--- src/rtl/tes_pkg.sv ---
// tes_pkg: shared types, codes and helpers for the timer event scheduler.
// No dependencies; imported by tes_ram users, the top level and its checker.
package tes_pkg;

  localparam int NUM_TIMERS = 16;
  localparam int ID_W       = 4;
  localparam int CNT_W      = 5;
  localparam int TIME_W     = 48;
  localparam int PER_W      = 32;
  localparam int TMR_W      = TIME_W + PER_W;

  localparam logic [1:0] KIND_ADD    = 2'd0;
  localparam logic [1:0] KIND_REMOVE = 2'd1;
  localparam logic [1:0] KIND_TICK   = 2'd2;
  localparam logic [1:0] KIND_NONE   = 2'd3;

  localparam logic [2:0] RES_ADDED   = 3'd0;
  localparam logic [2:0] RES_FULL    = 3'd1;
  localparam logic [2:0] RES_REMOVED = 3'd2;
  localparam logic [2:0] RES_UNKNOWN = 3'd3;
  localparam logic [2:0] RES_FIRED   = 3'd4;

  typedef enum logic [2:0] {
    ST_IDLE,
    ST_ADD,
    ST_REM,
    ST_SCAN,
    ST_PICK
  } tes_state_t;

  // Saturating 48-bit add.
  function automatic logic [TIME_W-1:0] sat_add48(input logic [TIME_W-1:0] a,
                                                   input logic [TIME_W-1:0] b);
    logic [TIME_W:0] s;
    s = {1'b0, a} + {1'b0, b};
    return s[TIME_W] ? {TIME_W{1'b1}} : s[TIME_W-1:0];
  endfunction

endpackage

--- src/rtl/tes_ram.sv ---
// tes_ram: generic single-write, single-read RAM with registered read data.
// No dependencies.
module tes_ram #(
  parameter int WIDTH = 8,
  parameter int DEPTH = 16
) (
  input  logic                     clk,
  input  logic                     we,
  input  logic [$clog2(DEPTH)-1:0] waddr,
  input  logic [WIDTH-1:0]         wdata,
  input  logic [$clog2(DEPTH)-1:0] raddr,
  output logic [WIDTH-1:0]         rdata
);

  logic [WIDTH-1:0] mem [DEPTH];

  always_ff @(posedge clk) begin
    if (we) begin
      mem[waddr] <= wdata;
    end
    rdata <= mem[raddr];
  end

endmodule

--- src/rtl/timer_event_scheduler_unit.sv ---
// Timer event scheduler: 16 timers; deadline/period and the free-id stack in RAMs.
// Depends on tes_pkg and tes_ram.
// Add and remove each present a single result, registered from ST_ADD or ST_REM;
// a held result that stalls the output delays it.
// A tick runs k+1 scan passes (k = timers fired): 16 RAM reads, the read pipeline
// and one pick/write-back step; results trail each fire by one pass.
// One item at a time: s_tready is high only while no item is in progress.
// Reset (rst, synchronous) clears time, armed bits, high-water and stack pointer.
module timer_event_scheduler_unit
  import tes_pkg::*;
(
  input  logic        clk,
  input  logic        rst,
  input  logic        s_tvalid,
  output logic        s_tready,
  input  logic [71:0] s_tdata,   // [31:0] delay_ticks, [63:32] period_ticks,
                                 // [67:64] timer_id, [71:68] zero
  input  logic [1:0]  s_tuser,   // [1:0] kind
  output logic        m_tvalid,
  input  logic        m_tready,
  output logic [7:0]  m_tdata,   // [3:0] result_id, [7:4] zero
  output logic [2:0]  m_tuser,   // [2:0] result_kind
  output logic        m_tlast    // last
);

  tes_state_t state, state_next;

  // Latched item
  logic [PER_W-1:0]  in_delay;
  logic [PER_W-1:0]  in_per;
  logic [ID_W-1:0]   in_id;

  logic [TIME_W-1:0] now_count;
  logic [NUM_TIMERS-1:0] armed;
  logic [NUM_TIMERS-1:0] done;
  logic [CNT_W-1:0]  high_water;
  logic [CNT_W-1:0]  free_top;

  // Scan pipeline
  logic [CNT_W-1:0]  cnt;
  logic              rd_vld;
  logic [ID_W-1:0]   rd_id;
  logic              best_vld;
  logic [ID_W-1:0]   best_id;
  logic [TIME_W-1:0] best_dl;
  logic [PER_W-1:0]  best_per;
  logic              pend_vld;
  logic [ID_W-1:0]   pend_id;

  // RAM ports
  logic              tmr_we;
  logic [ID_W-1:0]   tmr_waddr;
  logic [TMR_W-1:0]  tmr_wdata;
  logic [TMR_W-1:0]  tmr_rdata;
  logic [TIME_W-1:0] rd_dl;
  logic [PER_W-1:0]  rd_per;
  logic              stk_we;
  logic [ID_W-1:0]   stk_waddr;
  logic [ID_W-1:0]   stk_wdata;
  logic [ID_W-1:0]   stk_raddr;
  logic [ID_W-1:0]   stk_rdata;

  // Control strobes
  logic              emit;
  logic [2:0]        emit_kind;
  logic [ID_W-1:0]   emit_id;
  logic              emit_last;
  logic              arm_set;
  logic              arm_clr;
  logic [ID_W-1:0]   arm_idx;
  logic              push;
  logic              pop_do;
  logic              grow_do;
  logic              fire_go;

  logic              out_free;
  logic              accept;
  logic              pop_ok;
  logic              grow_ok;
  logic [ID_W-1:0]   add_id;
  logic              rem_known;
  logic              cand;

  assign out_free  = !m_tvalid || m_tready;
  assign s_tready  = (state == ST_IDLE);
  assign accept    = s_tvalid && s_tready;
  assign pop_ok    = (free_top != '0);
  assign grow_ok   = (high_water != CNT_W'(NUM_TIMERS));
  assign add_id    = pop_ok ? stk_rdata : high_water[ID_W-1:0];
  assign rem_known = ({1'b0, in_id} < high_water);
  assign rd_dl     = tmr_rdata[TIME_W-1:0];
  assign rd_per    = tmr_rdata[TMR_W-1:TIME_W];
  assign cand      = rd_vld && armed[rd_id] && !done[rd_id] && (rd_dl <= now_count);

  // Deadline and period per slot; scan reads by counter
  tes_ram #(.WIDTH(TMR_W), .DEPTH(NUM_TIMERS)) u_tmr_ram (
    .clk   (clk),
    .we    (tmr_we),
    .waddr (tmr_waddr),
    .wdata (tmr_wdata),
    .raddr (cnt[ID_W-1:0]),
    .rdata (tmr_rdata)
  );

  // LIFO of freed ids; top entry is always being read so a pop is ready next cycle
  assign stk_raddr = free_top[ID_W-1:0] - ID_W'(1);

  tes_ram #(.WIDTH(ID_W), .DEPTH(NUM_TIMERS)) u_stk_ram (
    .clk   (clk),
    .we    (stk_we),
    .waddr (stk_waddr),
    .wdata (stk_wdata),
    .raddr (stk_raddr),
    .rdata (stk_rdata)
  );

  always_ff @(posedge clk) begin
    if (rst) begin
      state <= ST_IDLE;
    end else begin
      state <= state_next;
    end
  end

  always_comb begin
    state_next = state;
    emit       = 1'b0;
    emit_kind  = RES_ADDED;
    emit_id    = '0;
    emit_last  = 1'b1;
    arm_set    = 1'b0;
    arm_clr    = 1'b0;
    arm_idx    = '0;
    push       = 1'b0;
    pop_do     = 1'b0;
    grow_do    = 1'b0;
    fire_go    = 1'b0;
    tmr_we     = 1'b0;
    tmr_waddr  = add_id;
    tmr_wdata  = {in_per, sat_add48(now_count, {16'b0, in_delay})};
    stk_we     = 1'b0;
    stk_waddr  = free_top[ID_W-1:0];
    stk_wdata  = in_id;
    unique case (state)
      ST_IDLE: begin
        if (accept) begin
          unique case (s_tuser)
            KIND_ADD:    state_next = ST_ADD;
            KIND_REMOVE: state_next = ST_REM;
            KIND_TICK:   state_next = ST_SCAN;
            default:     state_next = ST_IDLE;  // unused kind: dropped
          endcase
        end
      end
      ST_ADD: begin
        if (out_free) begin
          emit       = 1'b1;
          state_next = ST_IDLE;
          if (pop_ok || grow_ok) begin
            pop_do    = pop_ok;
            grow_do   = !pop_ok;
            tmr_we    = 1'b1;
            arm_set   = 1'b1;
            arm_idx   = add_id;
            emit_kind = RES_ADDED;
            emit_id   = add_id;
          end else begin
            emit_kind = RES_FULL;
          end
        end
      end
      ST_REM: begin
        if (out_free) begin
          emit       = 1'b1;
          emit_id    = in_id;
          state_next = ST_IDLE;
          if (rem_known) begin
            emit_kind = RES_REMOVED;
            if (armed[in_id]) begin
              arm_clr = 1'b1;
              arm_idx = in_id;
              if (free_top != CNT_W'(NUM_TIMERS)) begin
                push   = 1'b1;
                stk_we = 1'b1;
              end
            end
          end else begin
            emit_kind = RES_UNKNOWN;
          end
        end
      end
      ST_SCAN: begin
        if (cnt[CNT_W-1] && !rd_vld) begin
          state_next = ST_PICK;
        end
      end
      ST_PICK: begin
        emit_kind = RES_FIRED;
        emit_id   = pend_id;
        if (best_vld) begin
          // A new winner flushes the held result as not-last
          if (!pend_vld || out_free) begin
            fire_go    = 1'b1;
            emit       = pend_vld;
            emit_last  = 1'b0;
            state_next = ST_SCAN;
            if (best_per != '0) begin
              tmr_we    = 1'b1;
              tmr_waddr = best_id;
              tmr_wdata = {best_per, sat_add48(best_dl, {16'b0, best_per})};
            end else begin
              arm_clr   = 1'b1;
              arm_idx   = best_id;
              stk_wdata = best_id;
              if (free_top != CNT_W'(NUM_TIMERS)) begin
                push   = 1'b1;
                stk_we = 1'b1;
              end
            end
          end
        end else if (!pend_vld) begin
          state_next = ST_IDLE;                 // quiet tick
        end else if (out_free) begin
          emit       = 1'b1;
          state_next = ST_IDLE;
        end
      end
      default: state_next = ST_IDLE;
    endcase
  end

  always_ff @(posedge clk) begin
    if (rst) begin
      now_count  <= '0;
      armed      <= '0;
      done       <= '0;
      high_water <= '0;
      free_top   <= '0;
      cnt        <= '0;
      rd_vld     <= 1'b0;
      best_vld   <= 1'b0;
      pend_vld   <= 1'b0;
      m_tvalid   <= 1'b0;
    end else begin
      if (accept) begin
        done     <= '0;
        cnt      <= '0;
        best_vld <= 1'b0;
        pend_vld <= 1'b0;
        if (s_tuser == KIND_TICK) begin
          now_count <= sat_add48(now_count, TIME_W'(1));
        end
      end

      rd_vld <= (state == ST_SCAN) && !cnt[CNT_W-1];
      if (state == ST_SCAN && !cnt[CNT_W-1]) begin
        cnt <= cnt + CNT_W'(1);
      end
      // Strict compare keeps the lower id on equal deadlines
      if (cand && (!best_vld || rd_dl < best_dl)) begin
        best_vld <= 1'b1;
      end

      if (arm_set) armed[arm_idx] <= 1'b1;
      if (arm_clr) armed[arm_idx] <= 1'b0;
      if (push)    free_top <= free_top + CNT_W'(1);
      if (pop_do)  free_top <= free_top - CNT_W'(1);
      if (grow_do) high_water <= high_water + CNT_W'(1);

      if (fire_go) begin
        done[best_id] <= 1'b1;
        pend_vld      <= 1'b1;
        cnt           <= '0;
        best_vld      <= 1'b0;
      end
      if (state == ST_PICK && !best_vld && (!pend_vld || out_free)) begin
        pend_vld <= 1'b0;
      end

      if (emit) begin
        m_tvalid <= 1'b1;
      end else if (m_tready) begin
        m_tvalid <= 1'b0;
      end
    end
  end

  // Payload registers
  always_ff @(posedge clk) begin
    if (accept) begin
      in_delay <= s_tdata[31:0];
      in_per   <= s_tdata[63:32];
      in_id    <= s_tdata[67:64];
    end
    rd_id <= cnt[ID_W-1:0];
    if (cand && (!best_vld || rd_dl < best_dl)) begin
      best_id  <= rd_id;
      best_dl  <= rd_dl;
      best_per <= rd_per;
    end
    if (fire_go) begin
      pend_id <= best_id;
    end
    if (emit) begin
      m_tuser <= emit_kind;
      m_tdata <= {4'b0, emit_id};
      m_tlast <= emit_last;
    end
  end

endmodule

--- config.mk ---
export PLATFORM = sky130hd
export DESIGN_NAME = timer_event_scheduler_unit
export DESIGN_NICKNAME = d
export VERILOG_FILES = /design/src/rtl/tes_pkg.sv /design/src/rtl/tes_ram.sv /design/src/rtl/timer_event_scheduler_unit.sv
export SDC_FILE = /design/constraint.sdc
export NUM_CORES = 2
export LEC_CHECK = 0
export BUFFER_PORTS_ARGS = -buffer_cell sky130_fd_sc_hd__buf_2
export CAP_MARGIN = 30
export CORE_UTILIZATION = 63
export CTS_CLUSTER_SIZE = 10
export DETAILED_ROUTE_END_ITERATION = 8
export PLACE_DENSITY = 0.92
export SLEW_MARGIN = 20
export SYNTH_ARGS = -nofsm -noshare
export SYNTH_HDL_FRONTEND = slang
export SYNTH_SLANG_ARGS = --single-unit
--- constraint.sdc ---
create_clock -name clk -period 12.89 [get_ports clk]
set_clock_uncertainty 0.1 [all_clocks]
set_input_delay 0.6445 -clock clk [delete_from_list [all_inputs] [get_ports clk]]
set_output_delay 0.6445 -clock clk [all_outputs]
set_load 0.02 [all_outputs]
**Yosys cells after proc, flatten, opt, wreduce, memory -nomap -nowiden**

Memories as Yosys holds them, arrays and structs flattened. A register that Yosys moved wholly into a read port is not among the register bits.
Index checks and enable logic that the tools add are counted.

- Flip-flop bits (word level): 270
- Bits in writable memories: 1344
- Bits of input ports: 78
- Output and inout port bits: 14
- Logic and storage cells: 199
- Memories: 2

Memory list:

| memory | depth | bits a word | rd ports | clocked after Yosys merged registers in | write ports | line | RTL |
|---|---|---|---|---|---|---|---|
| u_tmr_ram.mem | 16 | 80 | 1 | 1 | 1 | tes_ram.sv:15 | `logic [WIDTH-1:0] mem [DEPTH];` |
| u_stk_ram.mem | 16 | 4 | 1 | 1 | 1 | tes_ram.sv:15 |  |

- Add/sub/neg operators: 8
- Magnitude comparators: 9
- Eq/ne operators: 11
- Muxes and demuxes: 106
- Bitwise operators: 4
- Reductions and logical operators: 37

Operators with widths:

| cell | number |
|---|---|
| 80-bit two-way mux | 4 |
| 48-bit two-way mux | 3 |
| 48-bit by 32-bit adder with 49-bit output | 2 |
| 16-bit two-way mux | 6 |
| 4-bit two-way mux | 18 |
| 1-bit two-way mux | 50 |
| 48-bit by 1-bit adder with 49-bit output, second input constant | 1 |
| 48-bit <= comparator | 1 |
| 48-bit less-than comparator | 1 |
| 16-bit bitwise OR | 2 |
| 32-bit nonzero test | 1 |
| 4-bit one-hot mux with 3 select lines | 2 |
| 4-bit by 5-bit less-than comparator with 1-bit output, second input constant | 4 |
| 5-bit two-way mux | 4 |
| 3-bit two-way mux | 6 |
| 16-bit AND | 1 |
| 16-bit NOT | 1 |
| 5-bit by 1-bit adder with 5-bit output, second input constant | 3 |
| 1-bit binary-select mux with 4-bit select | 3 |
| 3-bit one-hot mux with 4 select lines | 1 |
| 1-bit logical AND | 11 |
| 5-bit != test, second input constant | 2 |
| 2-bit nonzero test | 5 |
| 3-bit one-hot mux with 3 select lines | 1 |
| 24 further kinds | 42 |

**Logic depth before layout (Yosys ltp)**

- Word-level depth: 15
- Mapped depth: 14
- Gate-level depth less buffers: 12

**Hierarchy**

From an unflattened synthesis, not the netlist that was laid out.

- Cell total of the unflattened synthesis: 3981
- Area total of the unflattened synthesis: 69586.7 µm²

Modules (own cells, without submodules):

| module | instances | cells an instance | area an instance (µm²) | sequential area each (µm²) |
|---|---|---|---|---|
| tes_ram (u_tmr_ram) | 1 | 2054 | 49422.4 | 40038.4 |
| timer_event_scheduler_unit | 1 | 1797 | 17498.0 | 7046.8 |
| tes_ram (u_stk_ram) | 1 | 130 | 2666.3 | 2001.9 |

**Worst setup path before layout**

OpenSTA, ideal clock, no wires.

- Path kind: register to register
- Start: reg best_dl[25]
- End: reg best_vld
- Setup time: 0.086 ns
- Data arrival time: 8.766 ns
- Required time: 12.704 ns
- Path slack: 3.939 ns
- Stages on the path, launching flop included: 11
- Path buffers: 0
- Clock period less this slack: 8.951 ns
- Cells stage by stage: edfxtp_1 -> inv_1 -> ha_1 -> a21o_1 -> a21o_1 -> a2111oi_0 -> nor4_1 -> o31ai_1 -> o211ai_1 -> a211oi_1 -> o21ba_2

- Cells in the longest elaborated chain, start to end: 4
- Elaborated cells on any way between the ends: 5
- Those cells by class: 1 x order compare; 1 x mux; 3 x reduce/logical

Ends and longest elaborated chain:

| item | line | RTL |
|---|---|---|
| start: declaration | timer_event_scheduler_unit.sv:45 | `logic [TIME_W-1:0] best_dl;` |
| start signal: assignment | timer_event_scheduler_unit.sv:298 | `best_dl <= rd_dl;` |
| 48-bit less-than comparator * | timer_event_scheduler_unit.sv:260 | `if (cand && (!best_vld \|\| rd_dl < best_dl)) begin` |
| 1-bit logical OR * | timer_event_scheduler_unit.sv:260 |  |
| 1-bit logical AND * | timer_event_scheduler_unit.sv:260 |  |
| 1-bit two-way mux / 2-bit nonzero test (equally long branches) | - |  |
| end signal: assignment | timer_event_scheduler_unit.sv:248 | `best_vld <= 1'b0;` |
| end signal: assignment | timer_event_scheduler_unit.sv:261 | `best_vld <= 1'b1;` |
| end signal: assignment | timer_event_scheduler_unit.sv:274 | `best_vld <= 1'b0;` |
| end: declaration | timer_event_scheduler_unit.sv:43 | `logic best_vld;` |

Every way passes the cells marked *; elsewhere a longest branch is shown, timed or not.
A chain may end at the register's enable or synchronous reset.

**Worst setup path in the final report**

- Start: reg best_per[0]
- End: mem u_tmr_ram.mem[2][44] (netlist bit), data pin

- Cells in the longest elaborated chain, start to end: 6
- Elaborated cells on any way between the ends: 7
- Those cells by class: 1 x add/sub; 5 x mux; 1 x reduce/logical

Ends and longest elaborated chain:

| item | line | RTL |
|---|---|---|
| start: declaration | timer_event_scheduler_unit.sv:46 | `logic [PER_W-1:0] best_per;` |
| start signal: assignment | timer_event_scheduler_unit.sv:299 | `best_per <= rd_per;` |
| 48-bit by 32-bit adder with 49-bit output | tes_pkg.sv:35 | `s = {1'b0, a} + {1'b0, b};` |
| 48-bit two-way mux | tes_pkg.sv:36 | `return s[TIME_W] ? {TIME_W{1'b1}} : s[TIME_W-1:0];` |
| 80-bit two-way mux * | timer_event_scheduler_unit.sv:207 | `if (best_per != '0) begin` |
| 80-bit two-way mux * | timer_event_scheduler_unit.sv:202 | `if (!pend_vld \|\| out_free) begin` |
| 80-bit two-way mux * | timer_event_scheduler_unit.sv:200 | `if (best_vld) begin` |
| 80-bit two-way mux * | timer_event_scheduler_unit.sv:144 | `unique case (state)` |
| via tmr_wdata[44] | timer_event_scheduler_unit.sv:53 | `logic [TMR_W-1:0] tmr_wdata;` |
| end: declaration | tes_ram.sv:15 |  |

Mark *: on every way through the listed nets, which the timed path passes. The rest lies on a longest branch.

==> impl_results.md <==
* Status: complete, but fails checks
* Failing checks: DRC
* M1 wire length at between 60 and 70 mm
* Post-synthesis adder-cell area fraction at 0.03252
* Fraction of layout cells with a size suffix above 1 at 0.2190
* Fillers at 5888
* Post-Syn Area per Cell at between 15 and 20 um^2
* Worst hold path class: input port to flop
* Number of distinct library cells after synthesis at between 80 and 90
* Xor/xnor share of the synthesized area at 0.01553
* Synth warn at 0
* First-pass GRT wire length at approximately 280 mm
* Cells along the critical path: ha_1, fa_1, a21oi_1, o22ai_1, a221oi_1, a21boi_1, o21ai_1, o31ai_2, a41oi_4, buf_4, a32oi_1, buf_2
* GRT Residual Overflow at 0
* Worst rel slew slack at 0.2416
* Synth-to-layout area growth at 12.78%
* Critical path's largest stage delay at roughly 0.70 ns
* CTS tree: yes
* Num CTS Buffers at 190
* Post-synthesis cell area at around 70000 um^2
* Initial core utilization at 0.6390
* PD cells at about 150 nW/um^2
* Area leader, netlist: edfxtp_1
* Final hold viol count at 0
* Synth Instances at between 3k and 4k
* Post-cts hold buffer count at 66
* # H-tree levels at 4
* Met2 wire length at ~94 mm
* Power Total at ~12 mW
* Clock root buffer: clkbuf_16
* Area contributors post-synth: edfxtp_1, mux4_2, dfxtp_1
* Largest net degree at the start of global routing at 157
* # IOs at 92
* Post-route insts no fill at 5684
* Core area at approximately 110000 um^2
* Nets at between 4k and 5k
* P_leak at roughly 25 nW
* Top cell type's share of synthesized area at 0.6474
* Capturing point of the worst reg2reg path: u_tmr_ram.mem[2][44]
* Placed insts at around 5.3k
* Crit path DAT at 6.32 ns
* Dpl hpwl at between 100 and 150 mm
* Path type of the worst setup path: flop to flop
* Post-synth EDFFs at approximately 1.5k
* Synth Area in Compound Gates at 0.05077
* Simple logic cell fraction of the synthesized area at 0.03803
* Routability Congestion at approximately 1
* Vias per cell at approximately 7.2
* DRC errors left at 7
* Final WS setup at approximately 7.0 ns
* RSZ-0062 raised after global routing: no
* Fin crit share at 0.4574
* Port buffer count at 83
* Register area share after synthesis at 0.7018
* Count of final setup violators at 0
* CP required at ~13 ns
* Num Clock Sinks at 1698
* Global Route Usage Sum at 0.3512
* Synth Flop Type: edfxtp_1
* Post-CTS Setup Inserts at 0
* Setup TNS at 0 ns
* Worst Setup EP: u_tmr_ram.mem[2][44]
* Mux cell area share after synthesis at 0.1445
* Setup WS pre-CTS at roughly 7.4 ns
* Seq cells post-synth at approximately 1.7k
* R2R depth at 12
* Die area at around 110000 um^2
* Top sig layer: met5
* Chip width at about 340 um
* Max FO, Critical Path at 31
* Startpoint Class: flop
* Clock Pin Slew Worst Setup and Hold Paths at 0.06 ns
* Rows at 121
* Avg WL per Cell at roughly 34 um
* Total wire length at between 150 and 200 mm
* Critical Path End Type: flop
* Antenna Nets Post-Route at 0
* Max Clk Rate at between 0.15 and 0.2 GHz
* Die Height at 335.2 um
* Slew Limit Fails at 0
* Slowest CP cell: a41oi_4
* Core Util, Final at 0.7207
* Clk_lat worst skew at 0.84 ns
* Worst IR Drop VDD at about 0.14 mV
* CP startpoint: best_per[0]
* CTS resizes at 0
* Fin crit period at 5.895 ns
* Number of vias in the routed layout at around 40k
* Main combinational cell family by area after synthesis: multiplexers
* Initial antenna violation count at 2
* Least-Margin Pin Slew at between 1 and 1.5 ns
* Leading cell type in the layout, fill and taps excluded: edfxtp_1
* Number of global-route vias before repair at approximately 41k
* Reg2reg start: best_per[0]
* FF-to-FF setup slack at between 6 and 7 ns
* Commonest non-fill, non-tap cells in the layout: edfxtp_1, mux4_2, clkbuf_16, dfxtp_1, ha_1
* Longest Clk Path Bufs at 3
* DR pass1 iterations at 9
* Max-cap violations at 0
* Metal3 WL at ~25 mm
* Asr flop ratio synth at 0
* Initial DRC count at around 6.6k
[registers in the layout, summed over array words and instances, names as in the netlist, 32 cells and up]
name             flops
best_dl             48
now_count           48
best_per            32
u_stk_ram.mem       64
u_tmr_ram.rdata     80
in_delay            32
u_tmr_ram.mem     1280
in_per              32
[worst min-delay path by stage]
stage,startpoint,cells past startpoint,endpoint
finish,s_tdata[1],1,in_delay[1]
global route,s_tdata[1],1,in_delay[1]
CTS,s_tdata[1],1,in_delay[1]
detailed placement,u_tmr_ram.rdata[69],0,best_per[21]
global placement,u_tmr_ram.rdata[63],0,best_per[15]
floorplan,cnt[3],0,rd_id[3]
[Yosys cell counts (all sizes together), types with 20 or more instances]
cell type  number
edfxtp       1508
mux4          425
dfxtp         190
ha            177
a21oi         158
nor2          151
inv           135
clkbuf        108
xnor2          99
nand2          86
o21ai          66
a21o           53
a22oi          51
buf            51
nand4          50
nand3          47
nor3           43
a211oi         40
mux2           38
and2           27
nor4           25
xor2           25
o21a           20
[layout make-up]
cell class	instances	area, um^2	share of cell area
inverter	135	509.2	0.006455
sequential	1698	49100	0.6224
multi-input combinational	1817	19880	0.2519
antenna	2	5.005	0.00006344
clock inverter	18	405.4	0.005139
clock buffer	311	5281	0.06695
timing repair buffer	227	1864	0.02363
tap	1476	1847	0.02341
[where the power goes]
part / switching (mW) / leakage (nW) / total [mW] / internal, mW
logic: 0.275 / 7.51 / 0.425 / 0.150
clock network: 2.22 / 2.69 / 5.04 / 2.82
registers: 0.0688 / 15.0 / 6.17 / 6.10
total: 2.56 / 25.2 / 11.6 / 9.07
[kinds of logic (layout without fill, tap and decap cells)]
| kind of cell | Yosys count | after routing |
|---|---|---|
| xor gates and xnor gates | 124 | 124 |
| DFF | 1698 | 1698 |
| and+or+nand+nor | 528 | 528 |
| adders and majority gates | 180 | 180 |
| buffers and inverters | 294 | 691 |
| muxes | 474 | 474 |
| AOI/OAI and AO/OA | 507 | 507 |
| other | 1 | 6 |
[critical path: cells and delay by family (launching register included)]
family,cells,cell delay [ns]
adder cells (fa/ha/maj),2,0.73
AO/OA/AOI/OAI,8,3.33
flip-flops,1,0.45
buffers and inverters,2,0.97
[metrics by stage]
step                area (um^2)  hold WS [ns]
finish                    78890       0.07954
global route              78880       0.04426
CTS                       78630       0.03201
detailed placement        72280        0.2895
global placement          72160        0.2853
floorplan                 69960        0.2475
[metal layers]
metal  up-vias  track usage
li1      15980            -
met1     20600       0.4423
met2      3737       0.5556
met3       882      0.09968
met4         2       0.1911
met5         -            0
No activity file was read; power rests on OpenSTA's default activity.
